### src/hdl/psoc_sqrt_cell.sv
// ----------------------------------------------------------------------------
// psoc_sqrt_cell: one digit of the integer square root chain
// Brings down two radicand bits, tries the next root bit and passes the
// partial remainder, partial root and remaining radicand to the next cell.
// ----------------------------------------------------------------------------
module psoc_sqrt_cell #(
    parameter int ROOT_W = 31
) (
    input  logic                  clk,
    input  logic [ROOT_W:0]       rem_in,
    input  logic [ROOT_W-1:0]     root_in,
    input  logic [2*ROOT_W-1:0]   rad_in,
    output logic [ROOT_W:0]       rem_out,
    output logic [ROOT_W-1:0]     root_out,
    output logic [2*ROOT_W-1:0]   rad_out
);
    localparam int RAD_W = 2 * ROOT_W;

    logic [ROOT_W+2:0] cur;
    logic [ROOT_W+2:0] trial;
    logic [ROOT_W+2:0] diff;
    logic              ge;
    logic [ROOT_W:0]   rem_next;
    logic [ROOT_W-1:0] root_next;
    logic [ROOT_W:0]   rem_reg;
    logic [ROOT_W-1:0] root_reg;
    logic [RAD_W-1:0]  rad_reg;

    assign cur   = {rem_in, rad_in[RAD_W-1:RAD_W-2]};
    assign trial = {1'b0, root_in, 2'b01};
    assign diff  = cur - trial;
    assign ge    = cur >= trial;

    // The remainder never exceeds twice the root, so it fits ROOT_W+1 bits.
    assign rem_next  = ge ? diff[ROOT_W:0] : cur[ROOT_W:0];
    assign root_next = {root_in[ROOT_W-2:0], ge};

    always_ff @(posedge clk)
    begin
        rem_reg  <= rem_next;
        root_reg <= root_next;
        rad_reg  <= {rad_in[RAD_W-3:0], 2'b00};
    end

    assign rem_out  = rem_reg;
    assign root_out = root_reg;
    assign rad_out  = rad_reg;

endmodule

### config.mk
export PLATFORM = sky130hd
export DESIGN_NAME = psoc_sqrt_cell
export DESIGN_NICKNAME = d
export VERILOG_FILES = /design/src/hdl/psoc_sqrt_cell.sv
export SDC_FILE = /design/constraint.sdc
export NUM_CORES = 1
export LEC_CHECK = 0
export BUFFER_PORTS_ARGS = -buffer_cell sky130_fd_sc_hd__buf_4
export CAP_MARGIN = 20
export CORE_MARGIN = 4
export CORE_UTILIZATION = 41
export DETAILED_ROUTE_END_ITERATION = 10
export PLACE_DENSITY_LB_ADDON = 0.05
export SLEW_MARGIN = 40
export SYNTH_ARGS = -nofsm -noshare
export SYNTH_HDL_FRONTEND = slang
export SYNTH_SLANG_ARGS = --single-unit
### constraint.sdc
create_clock -name clk -period 2.6 [get_ports clk]
set_input_delay 0.26 -clock clk [delete_from_list [all_inputs] [get_ports clk]]
set_output_delay 0.26 -clock clk [all_outputs]
set_load 0.03 [all_outputs]
==> results_dict.tcl <==
set metrics [dict create \
    final_area_um2 8810 \
    period_needed_ns 2.56 \
    cap_violations 0 \
    fin_crit_sh 0.984 \
    placed_area_um2 7320 \
    initial_utilization 0.419 \
    gr-total-overflow 0 \
    clkSinkCount 123 \
    num-nets-final 994 \
    synth_area_um2 4790 \
    layout_setup_ws_ns 0.0425 \
    final_core_utilization 0.771 \
    dp.cells 869 \
    die_width_um 116 \
    cts_buffer_depth 2 \
    path_max_fanout 21 \
    drt_iter0_drc 159 \
    htreeDepth 4 \
    grt_start_max_net_pins 22 \
    pre_cts_slack_ns -0.229 \
    antenna_found_initial 0 \
    num_antenna_cells 0 \
    wl_per_cell_um 16.2 \
    timing.fmax_mhz 391 \
    n_fill_cell 761 \
    setup-tns-final_ns 0 \
    cp-start-kind "input pin" \
    synth_warnings 0 \
    cellLeakagePower_nw 4.41 \
    slew_viol_final 0 \
    ys_async_sr_fraction 0 \
    gp_congestion 0.873 \
    outcome "completed" \
    row_count 39 \
    port_buffers 248 \
    die_area_um2 13500 \
    cts_tree "built" \
    clkTransAtPathRegs_ns 0.06 \
    layout_commonest_cell "buf_4" \
    via_per_inst 4.70 \
    worstHoldPathCells 2 \
    ir_worst_vdd_mv 0.550 \
    setup_violations 0 \
    drt_wl_total_mm 16.1 \
    route.detailed.drc 0 \
    final_cell_mix "buf_4 (306), dfxtp_1 (123), dlygate4sd3_1 (90)" \
    finalNonFillerCells 991 \
    syn_inst 430 \
    power_mw 6.23 \
    route.vias.total 4656 \
    synth_edf_count 0 \
    rsz0062_at_grt "no" \
    grt_pass1_vias 4914 \
    ys_seq_area_frac 0.514 \
    die_y_um 116 \
    synthFlopType "dfxtp_1" \
    power_density_nw_per_um2 707 \
    top_level_ports 251 \
    grt_util_all_layers 0.236 \
    synthToLayoutAreaGrowth_pct 83.9 \
    numCtsBuffers 17 \
    syn_avg_cell_area_um2 11.1 \
    crit_arrival_ns 2.85 \
    whs_ns 0.0884 \
    synth_seq_cells 123 \
    final_antenna_net_count 0 \
    cts-root-buf "clkbuf_16" \
    synth.distinct_cells 52 \
    core_um2 11400 \
    postCtsSetupBuffers 0 \
    cp.required_ns 2.90 \
    critical_path_class "in -> reg" \
    drt_first_pass_iters 4 \
    drive_above_1_share 0.458 \
    grt_pass1_wl_mm 24.7 \
    hold_violations 0 \
    min_path_type "in -> reg" \
    end_kind "flip-flop" \
    dp.final_hpwl_mm 11.1 \
]
report_power, final:
part	switching (mW)	internal (mW)	total [mW]
sequential	0.0590	2.07	2.13
clock	0.877	1.44	2.32
combinational	0.898	0.880	1.78
total	1.83	4.39	6.23
final cells by class:
class,instances,area (um2),area share
Multi-Input combinational cell,257,2200,0.250
Clock buffer,19,443,0.0503
Inverter,38,143,0.0162
Tap cell,143,179,0.0203
Sequential cell,123,2460,0.280
Timing Repair Buffer,398,3240,0.368
Clock inverter,13,141,0.0161
metal layers:
metal	GRT usage	up-vias	routed length, um
met4	0.0835	0	286
met1	0.265	2164	6330
met2	0.428	164	8280
met5	0	-	0
li1	-	2306	-
met3	0.0658	22	1160
final timing paths:
| path | slack [ns] | from | to |
|---|---|---|---|
| worst max-delay path | 0.04 | root_in[25] | rem_out[18]$_DFF_P_ |
| worst min-delay path | 0.09 | rem_in[6] | rem_out[8]$_DFF_P_ |
registers in the layout, summed over array words and instances, names as in the netlist:
register  count
rad_out      60
root_out     31
rem_out      32
critical path, cell delays in order:
cell and delay (ns):
dlygate4sd3_1 0.55, buf_4 0.14, inv_1 0.07, ha_2 0.30, nand2_1 0.08, a21oi_1 0.06, a211o_1 0.28, a311o_1 0.33
a41o_2 0.26, buf_12 0.18, mux2_4 0.31
what timing repair did:
action,CTS,global route
gates resized for setup,0,3
setup endpoints to repair,0,29
hold buffers,90,0
endpoints found under the hold margin,90,0
cells by family after synthesis:
group / count (synthesis) / synth area share
compound gates: 92 / 0.128
xor+xnor: 30 / 0.0549
fa+ha+maj: 33 / 0.0862
buf+inv: 51 / 0.0481
flops: 123 / 0.514
mux: 31 / 0.0928
other cells: 1 / 0.000783
simple gates: 69 / 0.0747
cell usage after synthesis (all sizes together), types with 4 or more instances:
cell / count / area [um2]
xnor2: 22 / 193
buf: 7 / 65.1
a211oi: 5 / 42.5
a21o: 13 / 97.6
o21ai: 15 / 75.1
mux2: 29 / 424
nand2b: 8 / 50.1
dfxtp: 123 / 2460
and4: 4 / 37.5
clkbuf: 6 / 22.5
ha: 33 / 413
a21oi: 27 / 135
nand2: 18 / 67.6
xor2: 8 / 70.1
and3: 7 / 43.8
nor3: 7 / 40.0
nor2: 15 / 56.3
inv: 38 / 143
No activity file was read; power rests on OpenSTA's default activity.
