File: src/hdl/psoc_div_cell.sv
// ----------------------------------------------------------------------------
// psoc_div_cell: one quotient bit of the restoring divider chain
// Two lanes share one divisor. Each lane keeps its remainder and a word
// that holds the dividend bits still to come and the quotient bits so far.
// ----------------------------------------------------------------------------
module psoc_div_cell #(
    parameter int DEN_W = 31,
    parameter int LO_W  = 26
) (
    input  logic              clk,
    input  logic [DEN_W-1:0]  den_in,
    input  logic [DEN_W-1:0]  rem_a_in,
    input  logic [LO_W-1:0]   lo_a_in,
    input  logic [DEN_W-1:0]  rem_b_in,
    input  logic [LO_W-1:0]   lo_b_in,
    output logic [DEN_W-1:0]  den_out,
    output logic [DEN_W-1:0]  rem_a_out,
    output logic [LO_W-1:0]   lo_a_out,
    output logic [DEN_W-1:0]  rem_b_out,
    output logic [LO_W-1:0]   lo_b_out
);
    function automatic logic [DEN_W+LO_W-1:0] div_step(
        input logic [DEN_W-1:0] rem,
        input logic [LO_W-1:0]  lo,
        input logic [DEN_W-1:0] den
    );
        logic [DEN_W:0] cur;
        logic [DEN_W:0] diff;
        logic           ge;
        cur  = {rem, lo[LO_W-1]};
        diff = cur - {1'b0, den};
        ge   = cur >= {1'b0, den};
        if (ge)
            return {diff[DEN_W-1:0], lo[LO_W-2:0], 1'b1};
        else
            return {cur[DEN_W-1:0], lo[LO_W-2:0], 1'b0};
    endfunction

    logic [DEN_W+LO_W-1:0] a_next;
    logic [DEN_W+LO_W-1:0] b_next;
    logic [DEN_W-1:0]      den_reg;
    logic [DEN_W+LO_W-1:0] a_reg;
    logic [DEN_W+LO_W-1:0] b_reg;

    assign a_next = div_step(rem_a_in, lo_a_in, den_in);
    assign b_next = div_step(rem_b_in, lo_b_in, den_in);

    always_ff @(posedge clk)
    begin
        den_reg <= den_in;
        a_reg   <= a_next;
        b_reg   <= b_next;
    end

    assign den_out   = den_reg;
    assign rem_a_out = a_reg[DEN_W+LO_W-1:LO_W];
    assign lo_a_out  = a_reg[LO_W-1:0];
    assign rem_b_out = b_reg[DEN_W+LO_W-1:LO_W];
    assign lo_b_out  = b_reg[LO_W-1:0];

endmodule

File: config.mk
export PLATFORM = sky130hd
export DESIGN_NAME = psoc_div_cell
export DESIGN_NICKNAME = d
export VERILOG_FILES = /design/src/hdl/psoc_div_cell.sv
export SDC_FILE = /design/constraint.sdc
export NUM_CORES = 1
export LEC_CHECK = 0
export BUFFER_PORTS_ARGS = -buffer_cell sky130_fd_sc_hd__clkbuf_2
export CORE_ASPECT_RATIO = 0.9
export CORE_MARGIN = 2
export CORE_UTILIZATION = 52
export DETAILED_ROUTE_END_ITERATION = 10
export GPL_TIMING_DRIVEN = 0
export MAX_ROUTING_LAYER = met4
export PLACE_DENSITY = 0.86
export RECOVER_POWER = 50
export SYNTH_ARGS = -nofsm -noshare
export SYNTH_HDL_FRONTEND = slang
export SYNTH_SLANG_ARGS = --single-unit
File: constraint.sdc
create_clock -name clk -period 4 [get_ports clk]
set_input_delay 0.4 -clock clk [delete_from_list [all_inputs] [get_ports clk]]
set_output_delay 0.4 -clock clk [all_outputs]
set_load 0.02 [all_outputs]
==> metrics.txt <==
status completed; # diodes 0; # DRC 0; Crit Path Max Fanout 10; core area 12,800 um2; row cnt 39; final antenna-violating net count 0; WL final 20.7 mm; full die area 14,300 um2; Post-CTS Resized 0; Fillers 1,078; CTS sink count 145; Max Slew Vio Count 0; Syn Area/Cell 9.04 um2; PortBufs 290; Comb pwr share 28.2%; Yosys warnings 0; RSZ-0062 raised after global routing false; CP Cell Sequence clkbuf_1, inv_1, ha_1, clkbuf_1, a21oi_1, o211ai_1, o21ai_1, a21bo_2, o41a_1, o21ai_0, a21oi_2, clkbuf_1, o21ai_0; Congestion Overflow GR 0; Post-synth top flop dfxtp_1; Via-to-Cell Ratio 5.45; Slowest-stage cell, CP clkbuf_1; Net Sw Frac 33.2%; Worst slew margin 65.6%; Startpoint Class input pin; Hold WC Path Type in -> reg; Cell Area, Placed 8580 um2; #FFs+latches synth 145; largest net degree at the start of global routing 17; register area 2900 um2; post-synth net total 976; endpoints failing hold 0; # Post-CTS Setup Buffers 0; sequential fraction of the synthesis area 41.9%; Longest Clk Path Bufs 2; first-pass GRT wire length 31.6 mm; vias in the first global route 6,235; CTS buffer count 17; maximum clock frequency 324 MHz; arrival time worst endpoint 3.35 ns; DR vias 6,828; Pleak 4.37 nW; crit path capture type register; Int Pwr 2.91 mW; Clock power frac 33.3%; crit share post-route 77.2%; Placer Congestion 0.968; Switch Pwr 1.44 mW; Synth cell types 63; I/O pins 291; Die Y 113 um; # hold bufs at CTS 0; synthesized cell area 6920 um2; Initial Util 53.9%; TritonCTS clock tree done; DPL Wire Length 16.7 mm; clk slew on worst S/H paths 0.06 ns; Final #Nets 1,285; Seq pwr share 38.5%; Slew @ Worst Pin 0.511 ns; TNS Setup 0 ns; maximum VDD drop 0.322 mV; DRT iter0 DRCs 429; Design Area, Final 9000 um2; post-synthesis cell count 766; H-tree lvl count 4; MaxCap Viol Count 0; PwrDens 483 nW/um2; initial antenna violation count 0; minimum clock period 3.09 ns; worst path bufs/invs 4; EDFF count, synth 0; required time worst endpoint 4.27 ns; combined area of the multi-input logic cells 3730 um2; CP most frequent cell clkbuf_1; DR WL/cell 16.6 um; layout cells sized above 1 22.8%; Setup Crit Path Kind in -> reg; area delta synth->final 30.1%; die width 126 um; Root Driver clkbuf_16; Total GRT Usage 29.2%; Post-synth ARST share 0%; Final setup viols 0; Worst path max stage delay 0.42 ns; critical path's top delay family compound AO/OA/AOI/OAI gates; TritonRoute pass-1 iters 5
[worst paths after layout]
path | startpoint | end | slack (ns) | depth (start not counted)
min | lo_b_in[21] | b_reg[22]$_DFF_P_ | 0.07 | 1
max | den_in[9] | a_reg[44]$_DFF_P_ | 0.91 | 13
[cells in the mapped netlist, drive strengths merged (4+ instances only)]
cell type,instances,share of area (%)
o21ai,52,3.8
buf,9,1.0
o31ai,4,0.63
nor2b,12,1.1
and3,6,0.54
a311oi,4,0.51
nand4,9,0.81
ha,62,11
nand2,55,3.0
o211ai,4,0.43
clkbuf,9,0.49
a31oi,5,0.45
inv,49,2.7
o21bai,7,0.76
nor2,63,3.4
a21o,30,3.3
mux2,5,0.81
nand3,15,1.1
and2,5,0.45
nand2b,9,0.81
xnor2,30,3.8
nor3,6,0.43
a21oi,99,7.2
a211oi,6,0.65
dfxtp,145,42
xor2,22,2.8
[area by class of cell]
| cell class | instances | share of cell area (%) |
|---|---|---|
| buffer | 18 | 1.15 |
| clock buffer | 22 | 5.16 |
| sequential | 145 | 32.2 |
| multi-input combinational | 554 | 41.4 |
| clock inverter | 10 | 0.862 |
| timing repair buffer | 290 | 14.8 |
| tap | 164 | 2.28 |
| inverter | 49 | 2.07 |
[metrics by stage]
stage | total power [mW] | hold slack (ns) | worst slack [ns] | utilization [%] | cells
finish | 4.35 | 0.0688 | 0.913 | 70.2 | 1252
global route | 4.56 | 0.0540 | 0.664 | 70.2 | 1252
CTS | 4.38 | 0.0573 | 0.964 | 71.1 | 1252
detailed placement | 2.94 | 0.504 | 0.547 | 66.9 | 1220
global placement | 2.92 | 0.502 | 0.533 | 66.9 | 1220
floorplan | 2.52 | 0.428 | 1.27 | - | 766
[per-layer routing]
metal / wire, um / part of all wire (%) / GRT usage (%) / vias to the layer above
li1: - / - / - / 3322
met1: 8050 / 39 / 33.7 / 3113
met2: 10100 / 49 / 48.9 / 341
met3: 1890 / 9.1 / 6.43 / 52
met4: 689 / 3.3 / 13.4 / 0
met5: 0 / 0 / - / -
[cells by family after synthesis]
kind of cell    after synthesis  share of synthesized area (%)
flops                       145                           41.9
buf+inv                      67                           4.19
fa+ha+maj                    64                           11.8
compound gates              246                           22.3
mux                           5                          0.813
xor+xnor                     52                           6.58
simple gates                187                           12.4
[placed cells by master (no fill, tap or decap), drive strengths merged, types with 6 or more instances in the layout]
master  Yosys  layout
a21oi      99      99
nor2b      12      12
xnor2      30      30
nand2      55      55
dfxtp     145     145
buf         9       9
xor2       22      22
a21o       30      30
o21bai      7       7
nor3        6       6
ha         62      62
and3        6       6
o21ai      52      52
nand2b      9       9
inv        49      53
nand4       9       9
nand3      15      15
nor2       63      63
a211oi      6       6
clkbuf      9     321
[power groups by stage]
| stage | Combinational (mW) | Clock [mW] | Sequential [mW] |
|---|---|---|---|
| after floorplan | 0.580 | 0 | 1.94 |
| after global placement | 1.21 | 0 | 1.70 |
| after detailed placement | 1.23 | 0 | 1.71 |
| after CTS | 1.24 | 1.46 | 1.68 |
| after global routing | 1.33 | 1.54 | 1.69 |
| final | 1.23 | 1.45 | 1.68 |
(Power assumes the default switching activity.)
