[src/hdl/psoc_pkg.sv]
// ----------------------------------------------------------------------------
// psoc_pkg: shared types and constants for the obstacle clearance block
// Field widths of the item ports, the CORDIC arctangent table and the
// fixed angle constants used by the heading path.
// ----------------------------------------------------------------------------
package psoc_pkg;

    localparam int IN_W       = 24;
    localparam int TAG_W      = 8;
    localparam int HEADING_W  = 16;
    localparam int ALONG_W    = 26;
    localparam int CLEAR_W    = 25;
    localparam int ANGLE_W    = 32;
    localparam int CORDIC_MAX = 24;
    localparam int CW_MIN     = 8;
    localparam int CW_MAX     = 24;
    // The segment length is kept with six fraction bits.
    localparam int FRAC_BITS  = 6;
    // Squared length is scaled by 4096 before the root, giving those six bits.
    localparam int RAD_SHIFT  = 12;

    typedef logic signed [IN_W-1:0]      coord_t;
    typedef logic [TAG_W-1:0]            tag_t;
    typedef logic signed [HEADING_W-1:0] heading_t;
    typedef logic signed [ALONG_W-1:0]   along_t;
    typedef logic [CLEAR_W-1:0]          clear_t;
    typedef logic [ANGLE_W-1:0]          angle_t;

    // atan(2^-i) as a fraction of a full turn, scaled by 2^32.
    localparam angle_t ATAN_TURNS [CORDIC_MAX] = '{
        32'h20000000, 32'h12E4051E, 32'h09FB385B, 32'h051111D4,
        32'h028B0D43, 32'h0145D7E1, 32'h00A2F61E, 32'h00517C55,
        32'h0028BE53, 32'h00145F2F, 32'h000A2F98, 32'h000517CC,
        32'h00028BE6, 32'h000145F3, 32'h0000A2FA, 32'h0000517D,
        32'h000028BE, 32'h0000145F, 32'h00000A30, 32'h00000518,
        32'h0000028C, 32'h00000146, 32'h000000A3, 32'h00000051
    };

    localparam angle_t QUARTER_TURN       = 32'h4000_0000;
    localparam angle_t THREE_QUARTER_TURN = 32'hC000_0000;
    localparam angle_t HEADING_ROUND      = 32'h0000_8000;

endpackage

[src/hdl/psoc_cordic_cell.sv]
// ----------------------------------------------------------------------------
// psoc_cordic_cell: one vectoring micro-rotation of the heading CORDIC
// Rotates the vector toward the x axis by atan(2^-SHIFT) and accumulates
// the angle; the result is registered for the next cell.
// ----------------------------------------------------------------------------
module psoc_cordic_cell #(
    parameter int XW    = 28,
    parameter int SHIFT = 0
) (
    input  logic                  clk,
    input  logic signed [XW-1:0]  x_in,
    input  logic signed [XW-1:0]  y_in,
    input  psoc_pkg::angle_t      ang_in,
    output logic signed [XW-1:0]  x_out,
    output logic signed [XW-1:0]  y_out,
    output psoc_pkg::angle_t      ang_out
);
    import psoc_pkg::*;

    localparam angle_t ATAN = ATAN_TURNS[SHIFT];

    logic signed [XW-1:0] xs;
    logic signed [XW-1:0] ys;
    logic                 y_pos;
    logic signed [XW-1:0] x_next;
    logic signed [XW-1:0] y_next;
    angle_t               ang_next;
    logic signed [XW-1:0] x_reg;
    logic signed [XW-1:0] y_reg;
    angle_t               ang_reg;

    assign xs    = x_in >>> SHIFT;
    assign ys    = y_in >>> SHIFT;
    assign y_pos = !y_in[XW-1] && (y_in != '0);

    always_comb
    begin
        if (y_pos)
        begin
            x_next   = x_in + ys;
            y_next   = y_in - xs;
            ang_next = ang_in + ATAN;
        end
        else
        begin
            x_next   = x_in - ys;
            y_next   = y_in + xs;
            ang_next = ang_in - ATAN;
        end
    end

    always_ff @(posedge clk)
    begin
        x_reg   <= x_next;
        y_reg   <= y_next;
        ang_reg <= ang_next;
    end

    assign x_out   = x_reg;
    assign y_out   = y_reg;
    assign ang_out = ang_reg;

endmodule

[config.mk]
export PLATFORM = sky130hd
export DESIGN_NAME = psoc_cordic_cell
export DESIGN_NICKNAME = d
export VERILOG_FILES = /design/src/hdl/psoc_pkg.sv /design/src/hdl/psoc_cordic_cell.sv
export SDC_FILE = /design/constraint.sdc
export NUM_CORES = 1
export LEC_CHECK = 0
export BUFFER_PORTS_ARGS = -buffer_cell sky130_fd_sc_hd__buf_4
export CORE_MARGIN = 5
export CORE_UTILIZATION = 33
export DETAILED_ROUTE_END_ITERATION = 8
export GPL_TIMING_DRIVEN = 0
export PLACE_DENSITY = 0.68
export SLEW_MARGIN = 20
export SYNTH_ARGS = -nofsm -noshare
export SYNTH_HDL_FRONTEND = slang
export SYNTH_SLANG_ARGS = --single-unit
[constraint.sdc]
create_clock -name clk -period 2.7 [get_ports clk]
set_input_delay 0.54 -clock clk [delete_from_list [all_inputs] [get_ports clk]]
set_output_delay 0.54 -clock clk [all_outputs]
set_load 0.01 [all_outputs]
==> results.cfg, run 1 <==
[status]
status = complete, but fails checks
violations = setup timing

[final_layout]
nets = 1170
antenna_cells = 0
area_growth_pct = 42.3
drive_gt1_frac = 0.325
n_fill_cell = 1845

[setup_path]
crit_path_max_fanout = 3
cp-start-kind = input pin
critPathKind = in2reg
crit_path_end_kind = flop
arrival_ps = 3020
worstPathRequired_ps = 2920

[global_routing]
met2_usage = 0.334
grt_pass1_vias = 6575
busiest_layer = met2
antenna_found_initial = 0
track_usage = 0.200
grtUsageMet1 = 0.259
use_met3 = 0.0413
grt_max_degree = 17
grt_first_pass_wirelength_um = 34900
grt_remaining_overflow = 0

[timing]
setup_viol = 9
fin_setup_tns_ps = -428
finalMaxSlewViolations = 0
min_period_over_period = 1.04
maxSlewHeadroom = 0.443
fin_crit_ps = 2800
hold_viol_final = 0
setup_slack_ps = -102
rsz0062_at_grt = true
fmax_mhz = 357
worst_pin_slew_ps = 835

[die]
die_w_um = 149
rows = 50
io_pins = 177
dieArea_sq_mm = 0.0221
core_sq_mm = 0.0188
initial_utilization = 0.337
die_height_um = 149

[drt]
drt_iter0_drc = 551
drt_wl_total_um = 23000
num_vias = 6514
avgViaCountPerCell = 5.20
dr.pass1.iters = 5
final_antenna_net_count = 0
wire_per_inst_um = 18.4
route.detailed.drc = 0

[logic_synthesis]
async_reset_ff_frac = 0
synth.distinct_cells = 66
yosys.area_share.adder = 0.188
synth-edff-count = 0
seq_area_frac_synth = 0.274
synth.net_count = 968
synthSimpleGateAreaFrac = 0.134
synthMuxAreaShare = 0.0158
synth_compound_area_frac = 0.235
syn_area_per_cell_sq_um = 8.08
syn_area_sq_mm = 0.00635
synthFlopType = dfxtp_1
synth-xor-area-share = 0.0758
synth_seq_cells = 87
yosys_warnings = 0
synth_top_family_by_area = compound AO/OA/AOI/OAI gates
synth_cells = 786

[power]
swShare = 0.352
totalPowerFinal_mw = 4.81
power_density_mw_per_mm2 = 532
p_switching_mw = 1.70
pwr-share-clk = 0.273
power.leakage_nw = 4.18
p_comb_frac = 0.400
p_seq_frac = 0.327
ir_worst_vdd_mv = 0.318
p_int_mw = 3.12

[clocking]
clk_transition_reported_paths_ps = 70
clock_path_buffers = 2
cts.sinks = 87
cts-root-buf = clkbuf_16
ctsHoldBuffers = 0
cts_tree = done
htreeDepth = 3
numCtsBuffers = 9

[placement]
place_congestion = 0.984
port_buffers = 176
post-place-ws_ps = -1150
hpwl_um = 17900

[flow_run]
max-cap-violations = 0

[min_path]
hold_class = in2reg
[power groups by stage]
stage	combinational [mW]	sequential, mW	clock [mW]
3_5_place_dp	1.72	1.60	0
5_1_grt	2.07	1.60	1.39
2_1_floorplan	0.827	1.72	0
6_report	1.92	1.57	1.31
3_3_place_gp	1.72	1.59	0
4_1_cts	1.82	1.58	1.35
[flip-flops by register name (all words and copies together), names as in the netlist]
name	count
x_out	27
ang_out	32
y_out	28
[area by class of cell]
class / count / area, sq um / share of cell area
multi-input cells: 575 / 4650 / 0.514
flip-flops and latches: 87 / 1740 / 0.193
repair buffers: 194 / 1480 / 0.164
inverters: 88 / 342 / 0.0378
well taps: 260 / 325 / 0.0360
clock buffers: 9 / 225 / 0.0249
plain buffers: 33 / 199 / 0.0220
clock inverters: 7 / 77.6 / 0.00858
[cell usage after synthesis (9+ instances only)]
cell type,count,area [sq um]
xnor2_1,48,420
ha_1,89,1110
inv_1,86,323
o211ai_1,11,82.6
mux2i_1,10,100
nand3_1,13,65.1
o21bai_1,12,90.1
a21oi_1,101,505
a21o_1,21,158
dfxtp_1,87,1740
nand2_1,31,116
clkbuf_1,19,71.3
nor2_1,70,263
nor3_1,9,45.0
nor4_1,11,68.8
a31oi_1,9,56.3
buf_2,10,50.1
o21ai_0,34,170
[critical path: stages]
cell     delay (ps)
buf_4           100
inv_1            50
ha_1            330
or4_1           620
or3_1           420
o211a_4         290
o21ba_4         210
o21ai_4         150
a22oi_2         120
xor2_1          180
[cell usage in the layout (no fill, tap or decap), types with 6 or more instances in the layout]
cell type,count
a21oi_1,88
o21ai_0,27
nor2b_1,7
a21oi_2,12
clkbuf_1,9
a21o_1,21
a31oi_1,6
clkbuf_16,9
o21bai_1,11
mux2i_1,10
nand2_1,31
nor2_1,67
nor4_1,7
dfxtp_1,87
o211ai_1,11
inv_2,8
ha_1,77
buf_4,195
inv_1,76
nand3_1,10
o21ai_2,6
nor3_1,7
xor2_1,7
nand2b_1,7
xnor2_1,48
nand4_1,7
ha_4,8
[repair_timing]
action                                 4_1_cts  5_1_grt
buffers inserted                            12        6
endpoints found under the hold margin        0        0
setup endpoints to repair                   40       37
pin swaps                                   28       25
resized for setup                           72       68
[metal layers]
layer	vias up	wire length, um
met2	308	10500
li1	3107	-
met1	3053	9880
met4	0	687
met3	46	1930
met5	-	0
[final timing paths]
check / slack, ps / end / startpoint / cells after the start
setup / recovery: -100 / x_out[25] / x_in[14] / 10
hold / removal: 280 / ang_out[5] / ang_in[5] / 1
[through the flow]
step,instances,util,hold slack [ps],instance area [sq um]
2_1_floorplan,786,-,568,6450
3_3_place_gp,1222,0.430,645,8100
3_5_place_dp,1222,0.430,646,8100
4_1_cts,1248,0.464,267,8730
5_1_grt,1253,0.480,270,9040
6_report,1253,0.480,281,9040
[logic make-up (layout without fill, tap and decap cells)]
group	count (synthesis)	after routing
XOR/XNOR	55	55
flip-flops	87	87
adder cells (fa/ha/maj)	93	93
AND/OR/NAND/NOR	178	178
buffers and inverters	124	331
AO/OA/AOI/OAI	239	239
multiplexers	10	10
(Power assumes the default switching activity.)
==> inputs of run 2 (changes only) <==
--- a/config.mk
+++ b/config.mk
@@ -10,7 +10,7 @@
 export CORE_UTILIZATION = 33
 export DETAILED_ROUTE_END_ITERATION = 8
 export GPL_TIMING_DRIVEN = 0
-export PLACE_DENSITY = 0.68
+export PLACE_DENSITY = 0.65
 export SLEW_MARGIN = 20
 export SYNTH_ARGS = -nofsm -noshare
 export SYNTH_HDL_FRONTEND = slang
==> run 2 against run 1 <==
  * Core utilization is 0.82 points higher
  * Combinational power is 2% higher
  * Global-route usage hardly changed
  * Via count is 1.3% higher
  * Largest power group unchanged
  * Total power is 0.44% higher
  * Critical path depth is 4 higher
  * Count of clock-buffer cells in the layout stayed put
  * Critical path type unchanged
  * Fmax is 3.6% higher
  * Sequential power hardly changed
  * Worst hold slack better by 1.0 ps
  * The flow still finishes with violations (setup timing)
  * Non-clock buffer count is 9 higher
  * Sequential cell count stayed put
==> results.cfg, run 2 (synthesis gave the netlist of run 1 again) <==
[timing]
fin_setup_tns_ps = -3.22
hold_ws_ps = 282
hold_viol_final = 0
min_period_over_period = 1.00
worst_pin_slew_ps = 798
setup_slack_ps = -3.22
setup_viol = 1
rsz0062_at_grt = true
fin_crit_ps = 2700
fmax_mhz = 370
finalMaxSlewViolations = 0
maxSlewHeadroom = 0.468

[final_layout]
fin_cells = 1262
final_area_sq_mm = 0.00919
final_common_cell = buf_4
nets = 1179
antenna_cells = 0
fin_util = 0.488
drive_gt1_frac = 0.346
area_growth_pct = 44.8
final_cell_mix = buf_4, dfxtp_1, a21oi_1
largest_register_ffs = 32

[drt]
drt_iter0_drc = 730
wire_per_inst_um = 18.2
drt_wl_total_um = 22900
route.detailed.drc = 0
final_antenna_net_count = 0
num_vias = 6597
avgViaCountPerCell = 5.23
dr.pass1.iters = 5

[setup_path]
crit_path_max_fanout = 10
cp-start-kind = input pin
worstPathRequired_ps = 2920
crit_path_end_kind = flop
critPathKind = in2reg
arrival_ps = 2920

[min_path]
hold_class = in2reg

[power]
power_density_mw_per_mm2 = 526
power.leakage_nw = 4.21
totalPowerFinal_mw = 4.83
p_int_mw = 3.14
p_comb_frac = 0.406
swShare = 0.350
p_switching_mw = 1.69
pwr-share-clk = 0.270
ir_worst_vdd_mv = 0.322
p_seq_frac = 0.324

[global_routing]
grt_first_pass_wirelength_um = 34900
antenna_found_initial = 0
grt_max_degree = 17
grt_remaining_overflow = 0
track_usage = 0.200
grt_pass1_vias = 6471

[placement]
post-place-ws_ps = -1220
placed_cells = 1222
placed_cell_area_sq_mm = 0.00810
hpwl_um = 17500
place_congestion = 1.00
port_buffers = 176

[clocking]
numCtsBuffers = 9
htreeDepth = 3
cts-root-buf = clkbuf_16
cts_tree = done
clk_transition_reported_paths_ps = 70
ctsHoldBuffers = 0
clock_path_buffers = 2
cts.sinks = 87

[die]
io_pins = 177
rows = 50
core_sq_mm = 0.0188
die_w_um = 149
initial_utilization = 0.337
dieArea_sq_mm = 0.0221
die_height_um = 149

[flow_run]
max-cap-violations = 0

[status]
status = complete, but fails checks
violations = setup timing
-- run 2: cell types whose count changed in the layout (fill, tap and decap cells not counted), sizes merged --
| cell | delta |
|---|---|
| clkinvlp | +1 |
| clkbuf | +1 |
| inv | -1 |
| buf | +8 |
-- run 2: metal layers --
layer / up-vias / global-route usage / share of wire
met5: - / 0 / 0
met4: 0 / 0.0613 / 0.027
met3: 45 / 0.0444 / 0.087
met2: 345 / 0.328 / 0.46
met1: 3084 / 0.262 / 0.43
li1: 3123 / - / -
-- run 2: layout make-up --
class	count	area (sq um)
sequential	87	1740
clock buffer	9	225
tap	260	325
fill	1827	9640
multi-input combinational	575	4700
timing repair buffer	202	1550
clock inverter	7	80.1
inverter	88	344
buffer	34	221
-- run 2: critical path, stage by stage --
cell	delay [ps]
buf_4	130
inv_2	60
ha_4	210
buf_4	170
nand2b_1	90
o211ai_1	90
buf_4	160
a311oi_4	320
a31oi_4	200
o211a_4	300
o21ba_4	210
o21ai_4	130
a22oi_2	110
xor2_1	190
-- run 2: worst paths after layout --
| check | startpoint | end | slack (ps) | depth (start not counted) |
|---|---|---|---|---|
| worst max-delay path | x_in[2] | x_out[25] | -3 | 14 |
| worst min-delay path | ang_in[3] | ang_out[3] | 280 | 1 |
-- run 2: power by group through the flow --
stage	sequential [mW]	combinational (mW)	clock, mW
3_5_place_dp	1.60	1.72	0
6_report	1.57	1.96	1.31
3_3_place_gp	1.59	1.71	0
5_1_grt	1.59	2.11	1.41
2_1_floorplan	1.72	0.827	0
4_1_cts	1.57	1.82	1.35
-- run 2: what timing repair did --
action | CTS | global route
endpoints found under the setup margin | 44 | 41
cloned | 0 | 0
pin swaps | 19 | 39
resized for setup | 61 | 104
setup buffers | 11 | 15
